--- src/hdl/mpoc_fifo.sv ---
`default_nettype none

module mpoc_fifo #(
    parameter int WIDTH = 8,
    parameter int DEPTH = 2
) (
    input  wire logic             i_clk,
    input  wire logic             i_rst_n,
    input  wire logic             i_push,
    input  wire logic [WIDTH-1:0] i_data,
    output logic                  o_full,
    input  wire logic             i_pop,
    output logic [WIDTH-1:0]      o_data,
    output logic                  o_empty
);

    localparam int AW = (DEPTH > 1) ? $clog2(DEPTH) : 1;
    localparam int CW = $clog2(DEPTH + 1);

    logic [WIDTH-1:0] r_mem [DEPTH];
    logic [AW-1:0]    r_wr_ptr;
    logic [AW-1:0]    r_rd_ptr;
    logic [CW-1:0]    r_count;
    logic             do_push;
    logic             do_pop;

    assign o_full  = (r_count == CW'(DEPTH));
    assign o_empty = (r_count == '0);
    assign do_push = i_push && !o_full;
    assign do_pop  = i_pop && !o_empty;
    assign o_data  = r_mem[r_rd_ptr];

    always_ff @(posedge i_clk) begin
        if (do_push) begin
            r_mem[r_wr_ptr] <= i_data;
        end
    end

    always_ff @(posedge i_clk) begin
        if (!i_rst_n) begin
            r_wr_ptr <= '0;
            r_rd_ptr <= '0;
            r_count  <= '0;
        end else begin
            if (do_push) begin
                r_wr_ptr <= (r_wr_ptr == AW'(DEPTH - 1)) ? '0 : r_wr_ptr + 1'b1;
            end
            if (do_pop) begin
                r_rd_ptr <= (r_rd_ptr == AW'(DEPTH - 1)) ? '0 : r_rd_ptr + 1'b1;
            end
            if (do_push && !do_pop) begin
                r_count <= r_count + 1'b1;
            end else if (do_pop && !do_push) begin
                r_count <= r_count - 1'b1;
            end
        end
    end

endmodule

`default_nettype wire

--- config.mk ---
export PLATFORM = sky130hd
export DESIGN_NAME = mpoc_fifo
export DESIGN_NICKNAME = d
export VERILOG_FILES = /design/src/hdl/mpoc_fifo.sv
export SDC_FILE = /design/constraint.sdc
export NUM_CORES = 1
export LEC_CHECK = 0
export BUFFER_PORTS_ARGS = -buffer_cell sky130_fd_sc_hd__buf_2
export CAP_MARGIN = 5
export CORE_ASPECT_RATIO = 1.1
export CORE_MARGIN = 8
export CORE_UTILIZATION = 25
export CTS_CLUSTER_DIAMETER = 60
export DETAILED_ROUTE_END_ITERATION = 10
export GPL_TIMING_DRIVEN = 0
export HOLD_SLACK_MARGIN = 0.06
export PLACE_DENSITY = 0.47
export RECOVER_POWER = 50
export SETUP_SLACK_MARGIN = 0.05
export SLEW_MARGIN = 20
export SYNTH_ARGS = -nofsm -noshare
export SYNTH_HDL_FRONTEND = slang
export SYNTH_SLANG_ARGS = --single-unit
--- constraint.sdc ---
create_clock -name i_clk -period 2.9 [get_ports i_clk]
set_input_delay 0.435 -clock i_clk [delete_from_list [all_inputs] [get_ports i_clk]]
set_output_delay 0.435 -clock i_clk [all_outputs]
set_load 0.02 [all_outputs]
==> metrics.txt <==
status finished clean; die height 75.7 µm; library cells used by synthesis 20; clock slew at the register clock pins of the worst setup and hold paths 0.12 ns; part of the total power dissipated in the clock network 0.164; min Tclk post-route 1.78 ns; main combinational cell family by area after synthesis multiplexers; number of placed I/O pins 22; CTS Root Cell sky130_fd_sc_hd__clkbuf_4; Worst Clk Skew 0.00999 ns; endpoint arrival time on the critical path roughly 1.4 ns; quantity of I/O buffers inserted on ports 21; startpoint of the worst hold path i_data[5]; cell area after technology mapping 810 µm²; post-cts sizing count 0; adder-cell share of the synthesized area 0.0155; Max Cap Viol 0; Antenna Nets Post-Route 0; total core area 3070 µm²; final clock period utilization by the worst path 0.615; total of hold buffers inserted after clock tree synthesis 0; area share of xor/xnor cells in the synthesized design 0.0325; count of cells along the worst register-to-register path 3; max-slew headroom at the worst pin 0.486; count of unresolved DRC violations after routing 0; Clock Latency Late Sink 0.31 ns; R2R Setup Slk 1.31 ns; via count 474; worst hold slack 0.307 ns; routed wire length between 1 and 1.5 mm; worst setup path category reg -> out; post-synth top area share 0.594; CTS tree done; Post-CTS Repair Setup Buffers 0; die width 70.3 µm; global-route wire length before repair about 2.2 mm; critical path data required time 2.47 ns; most instantiated library cell after synthesis sky130_fd_sc_hd__edfxtp_1; sequence of cells on the critical path buf_2 -> mux2_2 -> buf_2; FF-to-FF End r_mem[0][7]; fraction of layout instances using a drive strength above 1 0.453; syn_area_per_cell 16.2 µm²; CTS max path bufs 2; accumulated negative setup slack 0 ns; slew at the pin with the worst max-slew slack 0.766 ns; FMAX 0.561 GHz; fin. max-slew vios 0; count of flip-flops with a built-in enable after synthesis 16; average wire per standard cell 13.0 µm; syn nets 63; sequential share of power 0.477; Setup-failing EPs final 0; CTS sink count 21; GRT met3 Usage 0.0365; antenna cell count 0; top cell types by occurrence after synthesis 16 x sky130_fd_sc_hd__edfxtp_1, 8 x sky130_fd_sc_hd__mux2_2, 5 x sky130_fd_sc_hd__dfxtp_1, 3 x sky130_fd_sc_hd__and2_1; Worst Hold Endpoint r_mem[0][5]; post-route setup slack 1.12 ns; core utilization of the finished layout 0.319; Layout area overhead 21.3%; top cells by area, synth sky130_fd_sc_hd__edfxtp_1 59%, sky130_fd_sc_hd__dfxtp_1 12%, sky130_fd_sc_hd__mux2_2 11%; post-placement setup slack 1.27 ns; sequential fraction of the synthesis area 0.717; crit-path max FO 8; overall routing resource usage 0.0570; power spent charging and discharging nets 288 µW; number of fill cells in the layout ~320; primary flip-flop cell chosen by synthesis mapping sky130_fd_sc_hd__edfxtp_1; final hold violation count 0; total CTS buffers 3; DRC violation total after the first TritonRoute iteration 15; number of global-route vias before repair 492; power density cells between 800 and 900 nW/µm²; cell with the largest stage delay on the worst path sky130_fd_sc_hd__mux2_2; switching part of the total 0.337; routed via count divided by cell count 4.35; kind of launch point of the worst setup path register; top cell type by total area after synthesis sky130_fd_sc_hd__edfxtp_1; initial core utilization 0.263; Max IR drop VDD 0.470 mV; worst min path class in -> reg; reg-to-reg startpoint r_count[0]; antenna violations before repair 0; global route hottest layer met2; Clock H-tree levels 1; die outline area 5320 µm²; Site Rows 21; number of instances in the synthesized netlist 50; number of flip-flops and latches in the synthesized netlist 21; YS warnings 0; share of synthesized cell area in and, or, nand and nor gates 0.0680; net count of the finished layout 89; Comb power frac 0.359; setup repair after global routing missed its margin false; internal power 566 µW; M1 GR Usage 0.0576; met2 demand-to-capacity share in global routing 0.0946; Placer Congestion 0.662; slowest cell delay on critical path around 0.36 ns; multiplexer share of the synthesized area 0.111; global route overflow 0; largest net degree at the start of global routing 13; Leak 0.000381 µW; share of synthesized registers carrying an async set or reset 0; count of TritonRoute iterations in the first routing pass 4; Setup crit end kind primary output; worst hold path cell count 1; fraction of the mapped netlist area in compound gates 0.0402; CP dominant cell by count sky130_fd_sc_hd__buf_2
-- worst max-delay path, delay by kind of cell, from the launching register on --
kind,cells,cell delay [ns]
flip-flops,1,0.32
multiplexers,1,0.36
buffers and inverters,2,0.38
-- cells by family after synthesis --
kind of cell               Yosys count
AOI/OAI and AO/OA                    5
xor gates and xnor gates             3
adders and majority gates            1
buffers and inverters                3
DFF                                 21
muxes                                8
and+or+nand+nor                      9
-- placed cells by master, fill, tap and decap left out --
cell and n:
sky130_fd_sc_hd__edfxtp_1 16, sky130_fd_sc_hd__or3_1 1, sky130_fd_sc_hd__and3_1 1, sky130_fd_sc_hd__and2_1 2, sky130_fd_sc_hd__clkbuf_4 3, sky130_fd_sc_hd__buf_2 20
sky130_fd_sc_hd__xnor2_1 2, sky130_fd_sc_hd__clkbuf_1 2, sky130_fd_sc_hd__o21a_1 1, sky130_fd_sc_hd__o21ai_0 2, sky130_fd_sc_hd__a21boi_1 1, sky130_fd_sc_hd__and2_0 1
sky130_fd_sc_hd__a21boi_0 1, sky130_fd_sc_hd__dfxtp_1 5, sky130_fd_sc_hd__nor3_2 1, sky130_fd_sc_hd__inv_2 1, sky130_fd_sc_hd__ha_1 1, sky130_fd_sc_hd__mux2_2 8
sky130_fd_sc_hd__clkinv_2 1, sky130_fd_sc_hd__inv_1 1, sky130_fd_sc_hd__nand2b_1 1, sky130_fd_sc_hd__nor2_1 2, sky130_fd_sc_hd__xor2_1 1
-- worst max-delay path by stage --
stage                    start     endpoint  slack, ns  depth (start not counted)
detailed placement  r_count[0]  r_mem[0][5]       1.27                          3
floorplan           r_count[0]   r_count[1]       1.39                          6
CTS                   register    o_data[7]       1.09                          3
global placement    r_count[0]  r_mem[0][3]       1.26                          3
finish                register    o_data[6]       1.12                          3
global route          register    o_data[2]       1.03                          3
-- routing by layer --
layer	vias to the layer above	part of all wire
li1	231	-
met2	18	0.46
met4	0	0.0078
met5	-	0
met3	2	0.078
met1	223	0.45
-- stage by stage --
step	area, µm²	instances	power [µW]
6_report	982	109	854
3_3_place_gp	957	105	730
3_5_place_dp	957	105	734
4_1_cts	985	109	875
5_1_grt	982	109	915
2_1_floorplan	810	50	641
-- registers in the layout, indices dropped and copies added (netlist names), named ones only --
name and flops:
r_mem 16, r_count 2, r_rd_ptr 1, r_wr_ptr 1
-- power by group through the flow --
| stage | sequential, µW | combinational [µW] | clock (µW) |
|---|---|---|---|
| after global placement | 415 | 315 | 0 |
| after floorplan | 410 | 230 | 0 |
| after detailed placement | 416 | 318 | 0 |
| after global routing | 415 | 338 | 162 |
| after CTS | 409 | 319 | 146 |
| final | 407 | 306 | 140 |
-- area by class of cell --
type,count,area [µm²],area share
Buffer,1,5.00,0.00510
Clock buffer,3,22.5,0.0229
Clock inverter,1,5.00,0.00510
Inverter,2,7.51,0.00764
Multi-Input combinational cell,26,216,0.220
Sequential cell,21,581,0.591
Tap cell,34,42.5,0.0433
Timing Repair Buffer,21,103,0.104
(Power assumes the default switching activity.)
