$ cat src/hdl/mpoc_pkg.sv
`default_nettype none

package mpoc_pkg;

    localparam logic [2:0] ACT_PBYTE   = 3'd0;
    localparam logic [2:0] ACT_PLEN    = 3'd1;
    localparam logic [2:0] ACT_TEXT    = 3'd2;
    localparam logic [2:0] ACT_READ    = 3'd3;
    localparam logic [2:0] ACT_NEWTEXT = 3'd4;

    typedef enum logic [2:0] {
        OP_NONE,
        OP_PBYTE,
        OP_PLEN,
        OP_TEXT,
        OP_READ,
        OP_CLEAR
    } t_op;

    typedef struct packed {
        t_op        op;
        logic [4:0] slot;
        logic [3:0] pos;
        logic [7:0] data;
        logic [4:0] len;
    } t_cmd;

    typedef struct packed {
        logic [31:0] count;
        logic [31:0] mask;
    } t_result;

endpackage

`default_nettype wire

$ cat src/hdl/mpoc_fifo.sv
`default_nettype none

module mpoc_fifo #(
    parameter int WIDTH = 8,
    parameter int DEPTH = 2
) (
    input  wire logic             i_clk,
    input  wire logic             i_rst_n,
    input  wire logic             i_push,
    input  wire logic [WIDTH-1:0] i_data,
    output logic                  o_full,
    input  wire logic             i_pop,
    output logic [WIDTH-1:0]      o_data,
    output logic                  o_empty
);

    localparam int AW = (DEPTH > 1) ? $clog2(DEPTH) : 1;
    localparam int CW = $clog2(DEPTH + 1);

    logic [WIDTH-1:0] r_mem [DEPTH];
    logic [AW-1:0]    r_wr_ptr;
    logic [AW-1:0]    r_rd_ptr;
    logic [CW-1:0]    r_count;
    logic             do_push;
    logic             do_pop;

    assign o_full  = (r_count == CW'(DEPTH));
    assign o_empty = (r_count == '0);
    assign do_push = i_push && !o_full;
    assign do_pop  = i_pop && !o_empty;
    assign o_data  = r_mem[r_rd_ptr];

    always_ff @(posedge i_clk) begin
        if (do_push) begin
            r_mem[r_wr_ptr] <= i_data;
        end
    end

    always_ff @(posedge i_clk) begin
        if (!i_rst_n) begin
            r_wr_ptr <= '0;
            r_rd_ptr <= '0;
            r_count  <= '0;
        end else begin
            if (do_push) begin
                r_wr_ptr <= (r_wr_ptr == AW'(DEPTH - 1)) ? '0 : r_wr_ptr + 1'b1;
            end
            if (do_pop) begin
                r_rd_ptr <= (r_rd_ptr == AW'(DEPTH - 1)) ? '0 : r_rd_ptr + 1'b1;
            end
            if (do_push && !do_pop) begin
                r_count <= r_count + 1'b1;
            end else if (do_pop && !do_push) begin
                r_count <= r_count - 1'b1;
            end
        end
    end

endmodule

`default_nettype wire

$ cat src/hdl/mpoc_front.sv
`default_nettype none

module mpoc_front
    import mpoc_pkg::*;
#(
    parameter int NUM_PATTERNS    = 32,
    parameter int MAX_PATTERN_LEN = 16
) (
    input  wire logic       i_clk,
    input  wire logic       i_rst_n,
    input  wire logic       i_push,
    output logic            o_full,
    input  wire logic [2:0] i_action,
    input  wire logic [4:0] i_pattern_slot,
    input  wire logic [3:0] i_char_position,
    input  wire logic [7:0] i_byte_value,
    input  wire logic [4:0] i_length_value,
    output logic            o_cmd_valid,
    output t_cmd            o_cmd,
    input  wire logic       i_cmd_pop
);

    t_cmd cmd;
    logic slot_ok;
    logic pos_ok;
    logic cmd_empty;
    logic [$bits(t_cmd)-1:0] cmd_bits;

    assign slot_ok = (int'(i_pattern_slot) < NUM_PATTERNS);
    assign pos_ok  = (int'(i_char_position) < MAX_PATTERN_LEN);

    // classify the beat; out-of-range writes and reads become no-op commands here
    always_comb begin
        cmd.slot = i_pattern_slot;
        cmd.pos  = i_char_position;
        cmd.data = i_byte_value;
        cmd.len  = i_length_value;
        if (int'(i_length_value) > MAX_PATTERN_LEN) begin
            cmd.len = 5'(MAX_PATTERN_LEN);
        end
        case (i_action)
            ACT_PBYTE:   cmd.op = (slot_ok && pos_ok) ? OP_PBYTE : OP_NONE;
            ACT_PLEN:    cmd.op = slot_ok ? OP_PLEN : OP_NONE;
            ACT_TEXT:    cmd.op = OP_TEXT;
            ACT_READ:    cmd.op = slot_ok ? OP_READ : OP_NONE;
            ACT_NEWTEXT: cmd.op = OP_CLEAR;
            default:     cmd.op = OP_NONE;
        endcase
    end

    mpoc_fifo #(
        .WIDTH($bits(t_cmd)),
        .DEPTH(2)
    ) u_cmd_fifo (
        .i_clk   (i_clk),
        .i_rst_n (i_rst_n),
        .i_push  (i_push),
        .i_data  (cmd),
        .o_full  (o_full),
        .i_pop   (i_cmd_pop),
        .o_data  (cmd_bits),
        .o_empty (cmd_empty)
    );

    assign o_cmd       = t_cmd'(cmd_bits);
    assign o_cmd_valid = !cmd_empty;

endmodule

`default_nettype wire

$ cat config.mk
export PLATFORM = sky130hd
export DESIGN_NAME = mpoc_front
export DESIGN_NICKNAME = d
export VERILOG_FILES = /design/src/hdl/mpoc_pkg.sv /design/src/hdl/mpoc_fifo.sv /design/src/hdl/mpoc_front.sv
export SDC_FILE = /design/constraint.sdc
export NUM_CORES = 1
export LEC_CHECK = 0
export ABC_AREA = 1
export BUFFER_PORTS_ARGS = -buffer_cell sky130_fd_sc_hd__buf_2
export CORE_ASPECT_RATIO = 1.1
export CORE_MARGIN = 2
export CORE_UTILIZATION = 47
export CTS_CLUSTER_SIZE = 16
export DETAILED_ROUTE_END_ITERATION = 6
export PLACE_DENSITY_LB_ADDON = 0.1
export SYNTH_ARGS = -nofsm -noshare
export SYNTH_HDL_FRONTEND = slang
export SYNTH_HIERARCHICAL = 1
export SYNTH_SLANG_ARGS = --single-unit
export TNS_END_PERCENT = 20
$ cat constraint.sdc
create_clock -name i_clk -period 2 [get_ports i_clk]
set_input_delay 0.2 -clock i_clk [delete_from_list [all_inputs] [get_ports i_clk]]
set_output_delay 0.2 -clock i_clk [all_outputs]
set_load 0.03 [all_outputs]
==> run_results.csv, run 1 <==
group,metric,value,unit
timing,period_share,0.830,
floorplan,io_pins,56,
pwr,combPwrFrac,0.345,
clock_network,post_cts_buffers,0,
timing,hold_viol,0,
job,max-cap-violations,0,
pwr,max-vdd-ir-drop,0.000761,V
clock_network,cts.sinks,55,
timing,slew_headroom,0.783,
synthesis,syn_area,2240,um^2
routing,dr_total_vias,1224,
clock_network,cts_made_buffers,5,
synthesis,syn_nets,165,
timing,finalSetupTns,0,ns
pwr,leakage,1.12,nW
floorplan,start_util,0.484,
global_routing,met3_usage,0.0410,
placed_design,hpwlAfterDp,2510,um
setup_path,crit_chain,"buf_4 > mux2_4 > buf_2",
synthesis,yosys.cell_count.top_type,"edfxtp_1",
run_status,status,"complete, no violations",
synthesis,syn_area_per_cell,16.6,um^2
synthesis,ys_seq_area_frac,0.716,
setup_path,slowest_stage,"mux2_4",
synthesis,synthTopCellsByArea,"edfxtp_1 67%, mux2_4 13%, dfxtp_1 4.5%",
cells_and_area,diodes,0,
routing,first_iter_violations,38,
floorplan,die_h,76.4,um
timing,timing.fmax,602,MHz
pwr,powerDensity,1250,nW/um^2
global_routing,antenna_found_initial,0,
clock_network,hold_buffers,0,
cells_and_area,layout.nets,229,
setup_path,cp.arrival,1.46,ns
pwr,power.switching,1.10,mW
global_routing,met1_usage,0.150,
synthesis,synth-main-ff-cell,"edfxtp_1",
placed_design,portBuffers,55,
setup_path,reg2reg_slack,0.51,ns
clock_network,cts_tree,"done",
global_routing,gr-usage-met2,0.250,
clock_network,h-tree-depth,2,
floorplan,fp.dieArea,5330,um^2
routing,via_per_inst,4.78,
clock_network,cts_root_buffer,"clkbuf_8",
global_routing,grt_pass1_vias,1288,
cells_and_area,fillers,398,
synthesis,synth_top_cell_area_share,0.671,
timing,slew_viol_final,0,
setup_path,critPathRequiredTime,1.80,ns
setup_path,worstPathMaxFanout,18,
pwr,clockPowerShare,0.204,
setup_path,crit_path_end_kind,"primary output",
timing,fin_crit,1.66,ns
global_routing,grt-busiest-layer,"met2",
setup_path,cp_num_buf_inv,2,
pwr,switching_share,0.326,
timing,worst_slew_pin_slew,0.326,ns
floorplan,coreArea,4620,um^2
pwr,seqPwrFrac,0.452,
clock_network,clkLatencyLatePin,0.30,ns
floorplan,die_w,69.8,um
placed_design,place_ws,0.517,ns
setup_path,start_kind,"flop",
global_routing,grt_pass1_wl,5670,um
global_routing,track_usage,0.137,
cells_and_area,drive_gt1_frac,0.480,
setup_path,crit_type,"flop to primary output",
routing,antenna_left,0,
clock_network,cts_buffer_depth,2,
placed_design,gp_congestion,0.716,
synthesis,synth-seq-cells,55,
synthesis,ys.warnings.count,6,
timing,setup_violations,0,
timing,finClkSkew,0.00629,ns
synthesis,netlist_top_cells_count,"50 x edfxtp_1, 20 x mux2_4, 14 x inv_1, 14 x nor2_1, 9 x nand2_1",
cells_and_area,synthToLayoutAreaGrowth,20.0,%
timing,layout_setup_ws,0.340,ns
clock_network,cts_resized,0,
setup_path,crit_family,"buffers and inverters",
clock_network,cts.clk_slew.worst_paths,0.09,ns
hold_path,holdCritPathClass,"input pin to flop",
synthesis,synthCells,135,
routing,totalWireLength,3360,um
pwr,internal_power,2.27,mW
synthesis,synth_largest_area_cell,"edfxtp_1",
timing,grt_setup_unrepaired,"no",
floorplan,row_count,26,
synthesis,synth_edf_count,50,
global_routing,grt_max_degree,19,
setup_path,critical_path.max_stage_delay,0.34,ns
routing,drt_pass1_iterations,4,
routing,drcViolationCount,0,
synthesis,async_flop_share,0,
routing,drt-wirelength-per-cell,13.1,um
global_routing,gr-total-overflow,0,
synthesis,synth.distinct_cells,17,
## layout make-up
class / count / area [um^2] / area share
repair buffers: 61 / 320 / 0.119
clock buffers: 5 / 68.8 / 0.0256
inverters: 14 / 52.6 / 0.0196
well taps: 56 / 70.1 / 0.0261
flip-flops and latches: 55 / 1600 / 0.596
clock inverters: 3 / 38.8 / 0.0144
multi-input cells: 62 / 533 / 0.199
## through the flow
step	cells	area [um^2]	total power [mW]	utilization	hold slack, ns
after floorplan	135	2240	2.46	-	0.299
after global placement	248	2580	2.68	0.558	0.388
after detailed placement	248	2580	2.73	0.558	0.392
after CTS	256	2690	3.40	0.581	0.0759
after global routing	256	2690	3.54	0.581	0.0743
final	256	2690	3.37	0.581	0.0843
## cells in the final DEF, fill, tap and decap left out, drive strengths merged
master / instances
a21oi: 6
buf: 61
edfxtp: 50
nand3: 1
nand2: 9
nor2: 14
mux2: 25
o21ai: 4
nor3b: 1
bufinv: 1
inv: 14
nand4: 1
clkbuf: 5
clkinv: 2
dfxtp: 5
ha: 1
## sequential cells by signal (all words and copies together) (netlist names), named ones only
register             flops
u_cmd_fifo/r_rd_ptr      1
u_cmd_fifo/r_mem        50
u_cmd_fifo/r_count       2
u_cmd_fifo/r_wr_ptr      1
## power groups by stage
stage / registers (mW) / clock network, mW / logic, mW
5_1_grt: 1.53 / 0.756 / 1.25
2_1_floorplan: 1.53 / 0 / 0.928
3_3_place_gp: 1.54 / 0 / 1.15
6_report: 1.52 / 0.686 / 1.16
4_1_cts: 1.52 / 0.703 / 1.18
3_5_place_dp: 1.55 / 0 / 1.18
## path summary, 6_finish.rpt
check	end	startpoint	cells after the start
setup / recovery	o_cmd[0]	flop	3
hold / removal	u_cmd_fifo/r_mem[0][5]	i_byte_value[0]	1
setup reg to reg	u_cmd_fifo/r_count[1]	u_cmd_fifo/r_count[1]	9
hold reg to reg	u_cmd_fifo/r_rd_ptr	u_cmd_fifo/r_rd_ptr	2
## cells by family after synthesis
kind of cell | after synthesis | share of synthesized area
muxes | 25 | 0.159
adders and majority gates | 1 | 0.00559
and+or+nand+nor | 26 | 0.0470
buffers and inverters | 18 | 0.0481
DFF | 55 | 0.716
AOI/OAI and AO/OA | 10 | 0.0240
## layer usage
layer / vias up / wire length (um)
li1: 611 / -
met4: 0 / 43
met3: 4 / 208
met1: 571 / 1280
met2: 38 / 1820
met5: - / 0
No activity file was read; power rests on OpenSTA's default activity.
==> inputs of run 2 (changes only) <==
==> constraint.sdc (replaced) <==
create_clock -name i_clk -period 1.45 [get_ports i_clk]
set_input_delay 0.145 -clock i_clk [delete_from_list [all_inputs] [get_ports i_clk]]
set_output_delay 0.145 -clock i_clk [all_outputs]
set_load 0.03 [all_outputs]
==> run 2 against run 1 <==
The flow now finishes with violations (setup timing). Clock-buffer cell count is the same. Critical path depth unchanged. Global-route usage increased by 0.72 points. Setup slack got worse by 0.36 ns. Hold slack lost 0.053 ns. Power up 47%. Non-clock buffer count increased by 3. Final cell count is 0.39% higher. Clock skew is 0.0016 ns lower. Via count grew 3.3%. Cell area rose by 9.0%. Wire length increased by 14%. Critical endpoint is now o_cmd[4]. Largest power group unchanged.
==> run_results.csv, run 2 (same netlist as run 1, synthesis figures left out) <==
group,metric,value,unit
setup_path,crit_family,"flip-flops",
pwr,power.switching,1.63,mW
routing,via_per_inst,4.92,
placed_design,place_inst,248,
setup_path,crit_type,"flop to primary output",
timing,fin_crit,1.47,ns
timing,grt_setup_unrepaired,"yes",
timing,finClkSkew,0.00465,ns
global_routing,track_usage,0.144,
hold_path,min_to,"u_cmd_fifo/r_mem[0][14]",
pwr,total_power,4.96,mW
placed_design,gp_congestion,0.708,
timing,worst_slew_pin_slew,0.270,ns
floorplan,die_w,69.8,um
job,max-cap-violations,0,
hold_path,holdCritStartpoint,"i_char_position[1]",
timing,layout_setup_ws,-0.0207,ns
routing,dr_total_vias,1264,
cells_and_area,layout.nets,232,
clock_network,cts_tree,"done",
clock_network,h-tree-depth,2,
routing,drt-wirelength-per-cell,14.9,um
setup_path,slowest_stage,"dfxtp_4",
cells_and_area,layout_common_cells,"50 x edfxtp_1, 31 x buf_2, 24 x buf_6",
pwr,leakage,1.20,nW
clock_network,hold_buffers,0,
timing,hold_viol,0,
global_routing,grt_pass1_wl,5980,um
clock_network,cts_buffer_depth,2,
timing,timing.fmax,680,MHz
run_status,status,"complete, but fails checks",
setup_path,reg2reg_from,"u_cmd_fifo/r_count[1]",
setup_path,crit_chain,"clkbuf_16 > mux2_4 > buf_6",
global_routing,antenna_found_initial,0,
setup_path,cp.arrival,1.33,ns
pwr,powerDensity,1700,nW/um^2
cells_and_area,top_register,"u_cmd_fifo/r_mem",
cells_and_area,layout_top_registers,"u_cmd_fifo/r_mem x50, u_cmd_fifo/r_count x2",
setup_path,worstPathMaxFanout,8,
placed_design,hpwlAfterDp,2580,um
floorplan,row_count,26,
clock_network,cts_root_buffer,"clkbuf_8",
floorplan,coreArea,4620,um^2
setup_path,r2r-end,"u_cmd_fifo/r_count[1]",
pwr,seqPwrFrac,0.430,
clock_network,cts.sinks,55,
timing,period_share,1.01,
floorplan,die_h,76.4,um
global_routing,gr-total-overflow,0,
cells_and_area,synthToLayoutAreaGrowth,30.8,%
floorplan,io_pins,56,
cells_and_area,largest_reg_flops,50,
setup_path,start_kind,"flop",
cells_and_area,diodes,0,
routing,drt_pass1_iterations,6,
floorplan,start_util,0.484,
setup_path,cp_num_buf_inv,2,
cells_and_area,drive_gt1_frac,0.507,
run_status,violations,"setup timing",
pwr,clockPowerShare,0.153,
routing,totalWireLength,3830,um
pwr,internal_power,3.33,mW
floorplan,fp.dieArea,5330,um^2
timing,setup_violations,15,
routing,drcViolationCount,0,
setup_path,critPathRequiredTime,1.31,ns
timing,slew_viol_final,0,
routing,first_iter_violations,49,
pwr,combPwrFrac,0.417,
setup_path,reg2reg_slack,0.04,ns
cells_and_area,final_common_cell,"edfxtp_1",
pwr,max-vdd-ir-drop,0.000899,V
clock_network,clkLatencyLatePin,0.30,ns
placed_design,portBuffers,55,
hold_path,holdCritPathClass,"input pin to flop",
cells_and_area,layoutNonFillerInstCount,257,
setup_path,crit_path_end_kind,"primary output",
setup_path,critical_path.max_stage_delay,0.41,ns
pwr,switching_share,0.329,
global_routing,grt_pass1_vias,1370,
clock_network,cts_made_buffers,5,
hold_path,whs_path_depth,1,
routing,antenna_left,0,
clock_network,cts.clk_slew.worst_paths,0.09,ns
global_routing,grt_max_degree,21,
setup_path,r2r_cells,9,
timing,slew_headroom,0.819,
==> run 2: changes by cell type in the layout (fill, tap and decap cells not counted), moves of 3 or more <==
| cell | previous run | this run |
|---|---|---|
| buf_2 | 55 | 31 |
| buf_6 | 0 | 24 |
| buf_12 | 0 | 3 |
| dfxtp_1 | 5 | 2 |
| mux2_2 | 5 | 2 |
| mux2_4 | 20 | 23 |
==> run 2: worst max-delay path by stage <==
stage,from,to,slack [ns],cells past startpoint
after detailed placement,u_cmd_fifo/r_count[1],u_cmd_fifo/r_count[1],-0.05,9
final,flop,o_cmd[4],-0.02,3
after global placement,u_cmd_fifo/r_count[1],u_cmd_fifo/r_count[1],0.10,9
after global routing,flop,o_cmd[1],-0.06,3
after CTS,flop,o_cmd[8],-0.04,3
after floorplan,u_cmd_fifo/r_count[0],u_cmd_fifo/r_mem[0][0],-0.1,2
==> run 2: layout make-up <==
type                            count  area, um^2
Clock buffer                        5        68.8
Clock inverter                      1        7.51
Fill cell                         350        1690
Inverter                           14        52.6
Multi-Input combinational cell     62         564
Sequential cell                    55        1610
Tap cell                           56        70.1
Timing Repair Buffer               64         556
==> run 2: power groups by stage <==
stage | combinational [mW] | clock, mW | sequential (mW)
global route | 2.20 | 0.848 | 2.16
global placement | 1.63 | 0 | 2.12
detailed placement | 1.67 | 0 | 2.14
CTS | 1.95 | 0.782 | 2.12
floorplan | 1.29 | 0 | 2.11
finish | 2.07 | 0.759 | 2.13
==> run 2: metrics by stage <==
stage	instance area [um^2]	setup TNS [ns]	hold WS (ns)	util	setup WS (ns)
finish	2930	-0.170	0.0318	0.634	-0.0207
floorplan	2240	-4.78	0.244	-	-0.0956
global placement	2620	0	0.333	0.566	0.101
global route	2930	-1.30	0.0167	0.634	-0.0635
CTS	2850	-0.565	0.0169	0.617	-0.0405
detailed placement	2620	-0.0478	0.338	0.566	-0.0478
==> run 2: timing repair <==
action                                  CTS  global route
gates cloned                              0             1
endpoints found under the setup margin   24            27
hold endpoints to repair                  0             0
pin swaps                                 0             1
setup buffers                             1             1
gates resized for setup                  48            12
==> run 2: per-layer routing <==
layer,share of wire,vias up,GRT usage
li1,-,615,-
met2,0.56,43,0.268
met5,0,-,0
met1,0.37,595,0.149
met4,0.021,0,0.0654
met3,0.051,11,0.0397
==> inputs of run 3 (changes only) <==
--- a/config.mk
+++ b/config.mk
@@ -7,9 +7,10 @@
 export LEC_CHECK = 0
 export ABC_AREA = 1
 export BUFFER_PORTS_ARGS = -buffer_cell sky130_fd_sc_hd__buf_2
+export CAP_MARGIN = 5
 export CORE_ASPECT_RATIO = 1.1
-export CORE_MARGIN = 2
-export CORE_UTILIZATION = 47
+export CORE_MARGIN = 3
+export CORE_UTILIZATION = 56
 export CTS_CLUSTER_SIZE = 16
 export DETAILED_ROUTE_END_ITERATION = 6
 export PLACE_DENSITY_LB_ADDON = 0.1
==> constraint.sdc (replaced) <==
create_clock -name i_clk -period 1.9 [get_ports i_clk]
set_input_delay 0.19 -clock i_clk [delete_from_list [all_inputs] [get_ports i_clk]]
set_output_delay 0.19 -clock i_clk [all_outputs]
set_load 0.03 [all_outputs]
==> run 3 against run 2 <==
Final cell count down 3.1%. Power down 25%. Wire length down 7.1%. Die area down 10%. Non-clock buffer count down 4. Sequential share of layout area up 4.2 points. Via count down 2.8%. Hold slack better by 0.045 ns. The flow now finishes without violations. Largest power group unchanged. First-iteration DRC count down 10%.
==> run_results.csv, run 3 (same netlist as run 1, synthesis figures left out) <==
group,metric,value,unit
run_status,status,"complete, no violations",
cells_and_area,top_register,"u_cmd_fifo/r_mem",
global_routing,grt_pass1_wl,5650,um
routing,dr_total_vias,1228,
routing,first_iter_violations,44,
global_routing,grt_max_degree,26,
timing,slew_headroom,0.853,
timing,worst_slew_pin_slew,0.218,ns
clock_network,hold_buffers,0,
floorplan,fp.dieArea,4790,um^2
cells_and_area,final_core_util,0.724,
clock_network,cts.sinks,55,
setup_path,crit_type,"flop to primary output",
timing,grt_setup_unrepaired,"no",
cells_and_area,multi_input_area,533,um^2
global_routing,met1_usage,0.174,
cells_and_area,largest_reg_flops,50,
clock_network,post_cts_buffers,0,
routing,totalWireLength,3560,um
global_routing,grt_pass1_vias,1304,
clock_network,clkLatencyLatePin,0.29,ns
clock_network,h-tree-depth,2,
setup_path,critical_path.max_stage_delay,0.38,ns
global_routing,antenna_found_initial,0,
timing,slew_viol_final,0,
setup_path,crit_path_end_kind,"primary output",
hold_path,whs_path_depth,1,
global_routing,track_usage,0.160,
placed_design,place_inst,241,
cells_and_area,layout_top_registers,"u_cmd_fifo/r_mem x50, u_cmd_fifo/r_count x2",
clock_network,cts_root_buffer,"clkbuf_8",
timing,finalSetupTns,0,ns
placed_design,place_ws,0.421,ns
timing,finClkSkew,0.00893,ns
floorplan,row_count,23,
routing,drt_pass1_iterations,4,
floorplan,io_pins,56,
setup_path,critPathRequiredTime,1.71,ns
clock_network,cts_buffer_depth,2,
placed_design,portBuffers,55,
cells_and_area,layout.nets,228,
routing,antenna_left,0,
setup_path,r2r_cells,9,
cells_and_area,final_common_cell,"buf_2",
cells_and_area,fillers,266,
cells_and_area,diodes,0,
cells_and_area,layout_common_cells,"55 x buf_2, 50 x edfxtp_1, 20 x mux2_4",
clock_network,cts.clk_slew.worst_paths,0.09,ns
placed_design,hpwlAfterDp,2650,um
timing,layout_setup_ws,0.265,ns
setup_path,slowest_stage,"dfxtp_1",
timing,timing.fmax,612,MHz
placed_design,placed_area,2570,um^2
placed_design,gp_congestion,0.744,
cells_and_area,seqCellArea,1600,um^2
global_routing,gr-usage-met2,0.297,
cells_and_area,finalInstanceArea,2710,um^2
timing,period_share,0.860,
setup_path,endpoint,"o_cmd[2]",
pwr,leakage,1.13,nW
setup_path,crit_chain,"buf_12 > mux2_2 > buf_2",
floorplan,die_h,72.3,um
cells_and_area,synthToLayoutAreaGrowth,21.0,%
clock_network,cts_made_buffers,5,
timing,fin_crit,1.63,ns
floorplan,die_w,66.3,um
global_routing,grt-busiest-layer,"met2",
setup_path,reg2reg_slack,0.41,ns
setup_path,cp.depth,3,
setup_path,start_kind,"flop",
floorplan,coreArea,3740,um^2
hold_path,holdCritPathClass,"input pin to flop",
timing,hold_viol,0,
setup_path,reg2reg_from,"u_cmd_fifo/r_count[1]",
cells_and_area,layoutNonFillerInstCount,249,
routing,via_per_inst,4.93,
timing,setup_violations,0,
setup_path,cp_num_buf_inv,2,
setup_path,r2r-end,"u_cmd_fifo/r_count[1]",
setup_path,crit_family,"buffers and inverters",
routing,drt-wirelength-per-cell,14.3,um
clock_network,cts_tree,"done",
job,max-cap-violations,0,
setup_path,worstPathMaxFanout,25,
pwr,powerDensity,1370,nW/um^2
setup_path,cp.arrival,1.44,ns
clock_network,cts_resized,0,
global_routing,met3_usage,0.0433,
cells_and_area,drive_gt1_frac,0.477,
routing,drcViolationCount,0,
global_routing,gr-total-overflow,0,
pwr,max-vdd-ir-drop,0.000848,V
floorplan,start_util,0.598,
[run 3: per-layer routing]
layer,up-vias,wire length [um]
li1,606,-
met1,582,1360
met2,38,1990
met3,2,191
met4,0,17
met5,-,0
[run 3: metrics by stage]
stage	hold slack (ns)	total power [mW]
finish	0.0772	3.70
global route	0.0581	3.87
CTS	0.0676	3.74
detailed placement	0.382	2.88
global placement	0.378	2.84
floorplan	0.289	2.59
[run 3: how the worst min path moves through the flow]
stage	end	startpoint	slack [ns]
3_3_place_gp	u_cmd_fifo/r_mem[0][5]	i_byte_value[0]	0.38
4_1_cts	u_cmd_fifo/r_mem[0][17]	i_pattern_slot[0]	0.07
6_report	u_cmd_fifo/r_mem[0][17]	i_pattern_slot[0]	0.08
5_1_grt	u_cmd_fifo/r_mem[0][14]	i_char_position[1]	0.06
2_1_floorplan	u_cmd_fifo/r_mem[0][10]	i_byte_value[5]	0.29
3_5_place_dp	u_cmd_fifo/r_mem[0][17]	i_pattern_slot[0]	0.38
[run 3: worst register-to-register path: cells and delay by family (launching register included)]
family          cells  cell delay (ns)
buf+inv             4             0.30
fa+ha+maj           1             0.32
simple gates        3             0.24
compound gates      1             0.21
flops               1             0.37
[run 3: area by class of cell]
| class | count | area share |
|---|---|---|
| clock buffer | 6 | 0.0268 |
| clock inverter | 2 | 0.0222 |
| inverter | 14 | 0.0194 |
| multi-input combinational | 62 | 0.197 |
| sequential | 55 | 0.591 |
| tap | 50 | 0.0231 |
| timing repair buffer | 60 | 0.120 |
[run 3: report_power, final]
group / switching [mW] / internal [mW]
Clock: 0.335 / 0.526
Combinational: 0.759 / 0.474
Sequential: 0.0691 / 1.54
